**config.mk**
```make
export PLATFORM = sky130hd
export DESIGN_NAME = gamepad_report_decoder
export DESIGN_NICKNAME = d
export VERILOG_FILES = /design/src/rtl/gprd_pkg.sv /design/src/rtl/gprd_buffer.sv /design/src/rtl/gprd_decode.sv /design/src/rtl/gamepad_report_decoder.sv
export SDC_FILE = /design/constraint.sdc
export NUM_CORES = 1
export LEC_CHECK = 0
export ABC_AREA = 1
export BUFFER_PORTS_ARGS = -buffer_cell sky130_fd_sc_hd__buf_2
export CORE_MARGIN = 8
export CORE_UTILIZATION = 25
export CTS_CLUSTER_SIZE = 12
export DETAILED_ROUTE_END_ITERATION = 10
export SLEW_MARGIN = 15
export SYNTH_ARGS = -nofsm -noshare
export SYNTH_HDL_FRONTEND = slang
export SYNTH_SLANG_ARGS = --single-unit
```
**constraint.sdc**
```tcl
create_clock -name aclk -period 19.25 [get_ports aclk]
set_clock_uncertainty 0.1 [all_clocks]
set_input_delay 2.8875 -clock aclk [delete_from_list [all_inputs] [get_ports aclk]]
set_output_delay 2.8875 -clock aclk [all_outputs]
set_load 0.005 [all_outputs]
```
**src/rtl/gprd_pkg.sv**
```systemverilog
// ----------------------------------------------------------------------------
// gprd_pkg
// shared constants and types of the gamepad report decoder
// ----------------------------------------------------------------------------
`default_nettype none

package gprd_pkg;

    // report bytes that decoding looks at
    localparam int KEEP_BYTES   = 18;
    localparam int REPORT_BYTES = 18;

    // pad kinds
    localparam logic [1:0] KIND_NONE   = 2'd0;
    localparam logic [1:0] KIND_LEGACY = 2'd1;
    localparam logic [1:0] KIND_GIP    = 2'd2;

    // configuration register indexes
    localparam logic CFG_PAD_KIND  = 1'b0;
    localparam logic CFG_THRESHOLD = 1'b1;

    localparam logic [7:0] THRESHOLD_RESET = 8'd64;

    // report ids and flags
    localparam logic [7:0] LEGACY_ID       = 8'h00;
    localparam logic [7:0] LEGACY_MIN_SIZE = 8'h14;
    localparam logic [7:0] GIP_INPUT_ID    = 8'h20;
    localparam logic [7:0] GIP_GUIDE_ID    = 8'h07;
    localparam int         GIP_ACK_BIT     = 4;

    // minimum report lengths
    localparam int LEGACY_MIN_LEN = 14;
    localparam int GIP_ACK_LEN    = 4;
    localparam int GIP_GUIDE_LEN  = 5;
    localparam int GIP_INPUT_LEN  = 18;

    // button bit positions
    localparam int BTN_GUIDE = 10;
    localparam int BTN_L2    = 15;
    localparam int BTN_R2    = 16;
    localparam int BTN_W     = 17;

    localparam int OUT_DATA_W = 128;

    typedef logic [KEEP_BYTES-1:0][7:0] report_t;

    typedef struct packed {
        logic [BTN_W-1:0]   buttons;
        logic [7:0]         left_trigger;
        logic [7:0]         right_trigger;
        logic signed [15:0] left_x;
        logic signed [15:0] left_y;
        logic signed [15:0] right_x;
        logic signed [15:0] right_y;
    } record_t;

    typedef struct packed {
        record_t    rec;
        logic       state_changed;
        logic       ack_needed;
        logic [7:0] ack_command;
        logic [7:0] ack_sequence;
        logic [7:0] ack_length;
    } result_t;

endpackage

`default_nettype wire

```
**src/rtl/gprd_buffer.sv**
```systemverilog
// ----------------------------------------------------------------------------
// gprd_buffer
// collects report bytes and presents the report including the current byte
// ----------------------------------------------------------------------------
`default_nettype none

module gprd_buffer #(
    parameter int REPORT_BYTES = gprd_pkg::REPORT_BYTES,
    parameter int CNT_W        = $clog2(REPORT_BYTES + 1)
) (
    input  wire logic              aclk,
    input  wire logic              aresetn,
    input  wire logic              step_en,
    input  wire logic [7:0]        data_byte,
    input  wire logic              last,
    output gprd_pkg::report_t      report,
    output logic [CNT_W-1:0]       report_len
);

    gprd_pkg::report_t bytes_reg;
    logic [CNT_W-1:0]  count_reg;
    logic [CNT_W-1:0]  count_next;
    logic              room;

    assign room = count_reg < CNT_W'(REPORT_BYTES);

    // current byte lands in its slot in the same pass
    always_comb begin
        for (int i = 0; i < gprd_pkg::KEEP_BYTES; i++) begin
            report[i] = (count_reg == CNT_W'(i)) ? data_byte : bytes_reg[i];
        end
        report_len = room ? count_reg + CNT_W'(1) : count_reg;
        count_next = last ? '0 : report_len;
    end

    always_ff @(posedge aclk) begin
        if (!aresetn) begin
            count_reg <= '0;
        end else if (step_en) begin
            count_reg <= count_next;
        end
    end

    // no reset: bytes are only read after being written
    always_ff @(posedge aclk) begin
        if (step_en) begin
            for (int i = 0; i < gprd_pkg::KEEP_BYTES; i++) begin
                if (count_reg == CNT_W'(i)) begin
                    bytes_reg[i] <= data_byte;
                end
            end
        end
    end

endmodule

`default_nettype wire

```
**src/rtl/gprd_decode.sv**
```systemverilog
// ----------------------------------------------------------------------------
// gprd_decode
// decodes a finished report and keeps the held gamepad record
// ----------------------------------------------------------------------------
`default_nettype none

module gprd_decode #(
    parameter int REPORT_BYTES = gprd_pkg::REPORT_BYTES,
    parameter int CNT_W        = $clog2(REPORT_BYTES + 1)
) (
    input  wire logic              aclk,
    input  wire logic              aresetn,
    input  wire logic              upd_en,
    input  wire gprd_pkg::report_t report,
    input  wire logic [CNT_W-1:0]  report_len,
    input  wire logic [1:0]        pad_kind,
    input  wire logic [7:0]        threshold,
    output gprd_pkg::result_t      result
);

    gprd_pkg::record_t held_reg;
    gprd_pkg::record_t held_next;
    logic              legacy_hit;
    logic              gip_ok;
    logic              gip_input;
    logic              gip_guide;
    logic              ack;
    logic [7:0]        lt;
    logic [7:0]        rt;

    always_comb begin
        legacy_hit = (pad_kind == gprd_pkg::KIND_LEGACY)
                  && (report_len >= CNT_W'(gprd_pkg::LEGACY_MIN_LEN))
                  && (report[0] == gprd_pkg::LEGACY_ID)
                  && (report[1] >= gprd_pkg::LEGACY_MIN_SIZE);
        gip_ok     = (pad_kind == gprd_pkg::KIND_GIP)
                  && (report_len >= CNT_W'(gprd_pkg::GIP_ACK_LEN));
        gip_input  = gip_ok && (report[0] == gprd_pkg::GIP_INPUT_ID)
                  && (report_len >= CNT_W'(gprd_pkg::GIP_INPUT_LEN));
        gip_guide  = gip_ok && (report[0] == gprd_pkg::GIP_GUIDE_ID)
                  && (report_len >= CNT_W'(gprd_pkg::GIP_GUIDE_LEN));
        ack        = gip_ok && report[1][gprd_pkg::GIP_ACK_BIT];

        // gip triggers are 10-bit words, keep bits 9..2
        lt = legacy_hit ? report[4] : {report[7][1:0], report[6][7:2]};
        rt = legacy_hit ? report[5] : {report[9][1:0], report[8][7:2]};

        held_next = held_reg;
        if (legacy_hit) begin
            held_next.buttons[7:0]   = report[2];
            held_next.buttons[9:8]   = report[3][1:0];
            held_next.buttons[gprd_pkg::BTN_GUIDE] = report[3][2];
            held_next.buttons[14:11] = report[3][7:4];
            held_next.left_x  = {report[7],  report[6]};
            held_next.left_y  = {report[9],  report[8]};
            held_next.right_x = {report[11], report[10]};
            held_next.right_y = {report[13], report[12]};
        end else if (gip_input) begin
            held_next.buttons[3:0]   = report[5][3:0];
            held_next.buttons[5:4]   = report[4][3:2];
            held_next.buttons[7:6]   = report[5][7:6];
            held_next.buttons[9:8]   = report[5][5:4];
            held_next.buttons[14:11] = report[4][7:4];
            held_next.left_x  = {report[11], report[10]};
            held_next.left_y  = {report[13], report[12]};
            held_next.right_x = {report[15], report[14]};
            held_next.right_y = {report[17], report[16]};
        end else if (gip_guide) begin
            held_next.buttons[gprd_pkg::BTN_GUIDE] = report[4][0];
        end
        if (legacy_hit || gip_input) begin
            held_next.left_trigger  = lt;
            held_next.right_trigger = rt;
            held_next.buttons[gprd_pkg::BTN_L2] = lt >= threshold;
            held_next.buttons[gprd_pkg::BTN_R2] = rt >= threshold;
        end

        result.rec           = held_next;
        result.state_changed = held_next != held_reg;
        result.ack_needed    = ack;
        result.ack_command   = ack ? report[0] : 8'h00;
        result.ack_sequence  = ack ? report[2] : 8'h00;
        result.ack_length    = ack ? report[3] : 8'h00;
    end

    always_ff @(posedge aclk) begin
        if (!aresetn) begin
            held_reg <= '0;
        end else if (upd_en) begin
            held_reg <= held_next;
        end
    end

endmodule

`default_nettype wire

```
**src/rtl/gamepad_report_decoder.sv**
```systemverilog
// ----------------------------------------------------------------------------
// gamepad_report_decoder
// byte-stream decoder for usb gamepad input reports
// ----------------------------------------------------------------------------
// Report bytes come in one beat each on the s_ channel, s_tlast on the final
// byte. The block keeps the first bytes of each report and a held record of
// buttons, triggers and sticks; on the final byte it decodes the report in
// the format chosen by pad_kind (0 none, 1 legacy, 2 gip) and sends exactly
// one result beat on m_ carrying the record, a changed flag and the fields
// of an acknowledge request. Non-final bytes give no result. Each byte is
// registered at the input, goes through the buffer merge and the decode
// logic in one pass and the result is registered at the output, so a byte
// can be accepted every cycle; the only stall is a final byte waiting while
// an earlier result is still not taken. Configuration is written through
// cfg_we, cfg_index and cfg_wdata; the user must write it only while the
// block is idle, as the block itself does not enforce it.
// ----------------------------------------------------------------------------
`default_nettype none

module gamepad_report_decoder #(
    parameter int REPORT_BYTES = gprd_pkg::REPORT_BYTES
) (
    input  wire logic        aclk,
    input  wire logic        aresetn,
    // configuration write port
    input  wire logic        cfg_we,
    input  wire logic        cfg_index,
    input  wire logic [7:0]  cfg_wdata,
    // report byte stream
    input  wire logic        s_tvalid,
    output logic             s_tready,
    input  wire logic [7:0]  s_tdata,   // report_byte
    input  wire logic        s_tlast,   // last_byte
    // decoded result stream
    output logic             m_tvalid,
    input  wire logic        m_tready,
    // buttons[16:0], left_trigger[24:17], right_trigger[32:25], left_x[48:33],
    // left_y[64:49], right_x[80:65], right_y[96:81], state_changed[97],
    // ack_needed[98], ack_command[106:99], ack_sequence[114:107],
    // ack_length[122:115], zero fill above
    output logic [gprd_pkg::OUT_DATA_W-1:0] m_tdata
);

    localparam int CNT_W = $clog2(REPORT_BYTES + 1);

    // configuration
    logic [1:0] pad_kind_reg;
    logic [7:0] threshold_reg;

    // input register
    logic       in_valid_reg;
    logic [7:0] in_byte_reg;
    logic       in_last_reg;

    // output register
    logic                               out_valid_reg;
    logic [gprd_pkg::OUT_DATA_W-1:0]    out_data_reg;

    logic                 proc_en;
    logic                 upd_en;
    gprd_pkg::report_t    report;
    logic [CNT_W-1:0]     report_len;
    gprd_pkg::result_t    result;

    // a final byte only moves on when the output register can take its result
    assign proc_en  = in_valid_reg && (!in_last_reg || !out_valid_reg || m_tready);
    assign upd_en   = proc_en && in_last_reg;
    assign s_tready = !in_valid_reg || proc_en;
    assign m_tvalid = out_valid_reg;
    assign m_tdata  = out_data_reg;

    always_ff @(posedge aclk) begin
        if (!aresetn) begin
            pad_kind_reg  <= gprd_pkg::KIND_NONE;
            threshold_reg <= gprd_pkg::THRESHOLD_RESET;
        end else if (cfg_we) begin
            case (cfg_index)
                gprd_pkg::CFG_PAD_KIND:  pad_kind_reg  <= cfg_wdata[1:0];
                gprd_pkg::CFG_THRESHOLD: threshold_reg <= cfg_wdata;
                default: ;
            endcase
        end
    end

    // input beat register
    always_ff @(posedge aclk) begin
        if (!aresetn) begin
            in_valid_reg <= 1'b0;
        end else if (s_tvalid && s_tready) begin
            in_valid_reg <= 1'b1;
        end else if (proc_en) begin
            in_valid_reg <= 1'b0;
        end
    end

    always_ff @(posedge aclk) begin
        if (s_tvalid && s_tready) begin
            in_byte_reg <= s_tdata;
            in_last_reg <= s_tlast;
        end
    end

    gprd_buffer #(
        .REPORT_BYTES (REPORT_BYTES),
        .CNT_W        (CNT_W)
    ) u_buffer (
        .aclk       (aclk),
        .aresetn    (aresetn),
        .step_en    (proc_en),
        .data_byte  (in_byte_reg),
        .last       (in_last_reg),
        .report     (report),
        .report_len (report_len)
    );

    gprd_decode #(
        .REPORT_BYTES (REPORT_BYTES),
        .CNT_W        (CNT_W)
    ) u_decode (
        .aclk       (aclk),
        .aresetn    (aresetn),
        .upd_en     (upd_en),
        .report     (report),
        .report_len (report_len),
        .pad_kind   (pad_kind_reg),
        .threshold  (threshold_reg),
        .result     (result)
    );

    // result beat register
    always_ff @(posedge aclk) begin
        if (!aresetn) begin
            out_valid_reg <= 1'b0;
        end else if (upd_en) begin
            out_valid_reg <= 1'b1;
        end else if (m_tready) begin
            out_valid_reg <= 1'b0;
        end
    end

    always_ff @(posedge aclk) begin
        if (upd_en) begin
            out_data_reg <= {5'd0,
                             result.ack_length, result.ack_sequence, result.ack_command,
                             result.ack_needed, result.state_changed,
                             result.rec.right_y, result.rec.right_x,
                             result.rec.left_y, result.rec.left_x,
                             result.rec.right_trigger, result.rec.left_trigger,
                             result.rec.buttons};
        end
    end

    // input side only stalls behind an untaken result
    assert property (@(posedge aclk) disable iff (!aresetn)
        !s_tready |-> (m_tvalid && !m_tready))
        else $error("input stalled without a pending result");

    // a decoded final byte always produces a result beat
    assert property (@(posedge aclk) disable iff (!aresetn)
        upd_en |=> m_tvalid)
        else $error("final byte produced no result");

    // acknowledge fields are zero unless an ack is requested
    assert property (@(posedge aclk) disable iff (!aresetn)
        (m_tvalid && !m_tdata[98]) |-> (m_tdata[122:99] == 24'd0))
        else $error("ack fields set without ack request");

    // no ack request unless the gip format is selected
    assert property (@(posedge aclk) disable iff (!aresetn)
        (upd_en && pad_kind_reg != gprd_pkg::KIND_GIP) |-> !result.ack_needed)
        else $error("ack requested outside gip format");

endmodule

`default_nettype wire

```
After elaboration in Yosys (flattened, before gate mapping). Cells that the tools add are included.

Add/subtract/negate cells: 1. Order comparisons: 8. Equality and inequality tests: 22. Muxes and demuxes: 35. Bitwise logic cells: 1. Reduce and logical (&&, ||, !) cells: 25.

Operator list (number): $mux 8 (20); $mux 64 (2); $ne 97x97->1 (1); $eq 5x4->1 const B (8); $eq 5x3->1 const B (4); $ge 8x8->1 (2); $mux 16 (1); $mux 15 (1); $logic_and 1x1->1 (12); $eq 5x2->1 const B (2); $eq 5x5->1 const B (2); $ge 5x3->1 const B (2); $mux 10 (1); $mux 5 (2); $eq 8x3->1 const B (1); $eq 8x6->1 const B (1); $ge 8x5->1 const B (1); $logic_not 8->1 (1); $mux 1 (6); $add 5x1->5 const B (1); $eq 5x1->1 const B (1); $ge 5x4->1 const B (1); $ge 5x5->1 const B (1); $logic_not 5->1 (1); 10 further kinds (17).

Register bits: 390. Input bits: 23.

Logic depth before layout (Yosys ltp).
Depth in word-level cells: 10. Mapped depth: 33. Gate-level depth less buffers: 30.

Cells and area by module. Synthesis repeated with hierarchy kept, for this count alone.

Cell total of the unflattened synthesis: 2485. Area total of the unflattened synthesis: 20168.1 µm².

Modules (own cells, without submodules): gprd_decode (instances 1, cells each 1728, area an instance 9370.2 µm², sequential area each 1941.9 µm²); gprd_buffer (instances 1, cells each 555, area an instance 6309.8 µm², sequential area each 4424.2 µm²); gamepad_report_decoder (instances 1, cells each 202, area an instance 4488.1 µm², sequential area each 4204.0 µm²).

Worst setup path before layout. Ideal clock, no wire load.

Kind: input-to-reg. Start point: input port m_tready. End point: register u_decode.held_reg[90] (netlist bit). Library setup time: 0.122 ns. Arrival: 15.164 ns. Data required time: 19.028 ns. Path slack: 3.864 ns. Cell stages on the path: 8. Buffers on the path: 2. Cells stage by stage: nor2_1 > a21oi_1 > nand2_1 > clkbuf_1 > inv_1 > clkbuf_1 > o21ai_0 > a21oi_1.

Longest elaborated chain between the ends: 3.

RTL lines: from (decl) (line gamepad_report_decoder.sv:36) `input wire logic m_tready,`; $logic_or 1x1->1 (line gamepad_report_decoder.sv:66) `assign proc_en = in_valid_reg && (!in_last_reg || !out_valid_reg || m_tready);`; $logic_and 1x1->1 (line gamepad_report_decoder.sv:66); via proc_en (line gamepad_report_decoder.sv:59) `logic proc_en;`; $logic_and 1x1->1 (line gamepad_report_decoder.sv:67) `assign upd_en = proc_en && in_last_reg;`; via u_decode.upd_en (line gprd_decode.sv:13) `input wire logic upd_en,`; to (signal assigned) (line gprd_decode.sv:90) `held_reg <= held_next;`; to (decl) (line gprd_decode.sv:21) `gprd_pkg::record_t held_reg;`.

The timed path passes the listed nets, and every way through them passes these cells. A chain may end at the register's enable or synchronous reset.

Worst setup path after layout.
Start point: input port m_tready. End point: output port s_tready.

Longest elaborated chain between the ends: 3.

RTL lines: $logic_or 1x1->1 (line gamepad_report_decoder.sv:66); $logic_and 1x1->1 (line gamepad_report_decoder.sv:66); $logic_or 1x1->1 (line gamepad_report_decoder.sv:68) `assign s_tready = !in_valid_reg || proc_en;`; to (decl) (line gamepad_report_decoder.sv:31) `output logic s_tready,`.

No other way between the ends.

==> flow_summary.json <==
{
  "ys_seq_area_frac": 0.515,
  "core_area_um2": 80700,
  "cp-end-kind": "output pin",
  "reg2reg_to": "m_tdata[97]",
  "netlist.area_leader.share": 0.404,
  "startpoint": "m_tready",
  "rsz0062_at_grt": "false",
  "drv_slew": 0,
  "cpPeakStageDelay_ns": 0.27,
  "synthTopCellsByCount": "nand2_1, inv_1, nand3_1",
  "final.period_utilization": 0.342,
  "cts.reportedPaths.clkPinSlew_ns": 0.06,
  "critPathTopFamily": "simple AND/OR/NAND/NOR gates",
  "area_delta_synth_final_pct": 14.3,
  "relSlewSlack": 0.300,
  "finalSetupViolCount": 0,
  "ioPinCount": 153,
  "ir_worst_vdd_v": 0.0000508,
  "fin_setup_tns_ns": 0,
  "period_minus_slack_ns": 6.58,
  "whs_path_depth": 2,
  "synth_edf_count": 274,
  "ys_seq_elements": 388,
  "hold_path.class": "reg -> reg",
  "cp.required_ns": 16.26,
  "crit_arrival_ns": 3.59,
  "io_buffer_count": 147,
  "rows": 104,
  "ant_nets": 0,
  "hold_buffers": 0,
  "final_cells": 3772,
  "die_w_um": 302,
  "grt_pass1_vias": 15600,
  "place_ws_ns": 12.60,
  "cts_resized": 0,
  "cts.htree.levels": 2,
  "synth-warning-count": 0,
  "power_density_nw_per_um2": 81.8,
  "cts.path.max_buffers": 3,
  "first_iter_violations": 1649,
  "synth.distinct_cells": 41,
  "grt_overflow_total": 0,
  "yosysTopAreaCell": "edfxtp_1",
  "crit_type": "in -> out",
  "cts_setup_buffers": 0,
  "status": "completed",
  "via_per_inst": 4.55,
  "place_congestion": 0.877,
  "grt_pass1_wl_um": 97900,
  "worstHoldEndpoint": "pad_kind_reg[1]",
  "drc": 0,
  "wirelength_um": 65500,
  "drive_gt1_frac": 0.103,
  "synthCells": 2591,
  "die_y_um": 302,
  "cp_max_fo": 3,
  "worstHoldStart": "pad_kind_reg[1]",
  "grt_max_degree": 145,
  "largest_reg_flops": 142,
  "syn_avg_cell_area_um2": 7.87,
  "cts_root_buffer": "clkbuf_16",
  "synth_most_common_cell": "nand2_1",
  "vias": 17200,
  "maxCapViolCount": 0,
  "grt_use_total": 0.139,
  "power.static_leakage_nw": 11.2,
  "reg2reg_slack_ns": 13.66,
  "antenna_found_initial": 1,
  "start_util": 0.253,
  "worst_r2r_path_depth": 23,
  "clkLatencyLatePin_ns": 0.56,
  "async_reset_ff_frac": 0,
  "critPathSlowestCell": "nor2_1",
  "path_common_cell": "buf_2",
  "syn_area_um2": 20400,
  "dp_hpwl_um": 44600,
  "firstDrtPassIters": 6,
  "die_area_um2": 91000,
  "nNetsFinal": 2723,
  "hold_violations": 0,
  "wl_per_cell_um": 17.4,
  "fmax_mhz": 152,
  "reg2reg_from": "u_buffer.count_reg[0]",
  "clkSinkCount": 388,
  "synth_ff_type": "edfxtp_1",
  "synth_area_leaders": "edfxtp_1, nand2_1, dfxtp_1",
  "start_kind": "primary input",
  "crit_chain": "buf_2 > nor2_1 > nand3_1 > buf_2",
  "power.total_w": 0.00191,
  "antenna_cells": 0,
  "path_buf_inv": 2,
  "fin_ws_ns": 12.67,
  "worstMarginPinSlew_ns": 1.05,
  "cts_tree": "built",
  "cts_made_buffers": 42,
  "placedCellCount": 3695
}
==> how the worst max path moves through the flow <==
| stage | endpoint | slack [ns] | cells past startpoint |
|---|---|---|---|
| final | s_tready | 12.67 | 4 |
| after global placement | m_tdata[42] | 12.59 | 7 |
| after CTS | s_tready | 12.68 | 4 |
| after global routing | s_tready | 12.60 | 4 |
| after detailed placement | m_tdata[42] | 12.60 | 7 |
| after floorplan | u_decode.held_reg[90] | 3.86 | 8 |
==> cell families (layout without fill, tap and decap cells) <==
family / Yosys count / after routing / share of synthesized area
fa+ha+maj: 21 / 21 / 0.0129
buf+inv: 599 / 716 / 0.119
simple gates: 1164 / 1164 / 0.246
other cells: 1 / 5 / 0.000184
flops: 388 / 388 / 0.515
compound gates: 415 / 415 / 0.105
xor+xnor: 3 / 3 / 0.00129
==> layout by cell type (no fill, tap or decap), drive strengths merged, types with 2 or more instances in the layout <==
| master | Yosys | routed |
|---|---|---|
| inv | 468 | 469 |
| clkinv | 4 | 15 |
| clkbuf | 70 | 63 |
| a21oi | 151 | 151 |
| edfxtp | 274 | 274 |
| xor2 | 2 | 2 |
| nor2 | 120 | 120 |
| buf | 57 | 167 |
| nand3b | 2 | 2 |
| o21a | 2 | 2 |
| ha | 21 | 21 |
| o21ai | 253 | 253 |
| nand3 | 288 | 288 |
| conb | 1 | 5 |
| o211ai | 6 | 6 |
| dfxtp | 114 | 114 |
| nand4 | 42 | 42 |
| nand2 | 709 | 709 |
==> cell type report <==
cell class,count,area (µm²)
clock buffer,63,1210
clock inverter,14,91.3
inverter,472,1780
sequential,388,10500
multi-input combinational,1608,7500
tap,1060,1330
fill,8673,57400
timing repair buffer,167,898
==> through the flow <==
step                hold WS, ns  instance area, µm²   util
floorplan                 0.349               20400      -
global placement          0.385               22000  0.273
detailed placement        0.385               22000  0.273
CTS                       0.392               23300  0.289
global route              0.442               23300  0.289
finish                    0.391               23300  0.289
==> worst min-delay path, cell delays in order, from the launching register on <==
cell and delay (ns):
dfxtp_1 0.29, inv_1 0.09, a21oi_1 0.07
==> routing by layer <==
layer  track usage  part of all wire
met4        0.0375             0.025
met3        0.0310             0.075
met5             0           0.00040
met1         0.180              0.44
met2         0.231              0.46
==> report_power, final <==
group	switching, W	leakage (nW)	internal [W]
clock	0.000336	0.633	0.000447
combinational	0.000129	7.08	0.0000518
sequential	0.0000130	3.52	0.000930
Power figures use the tool's default switching activity.
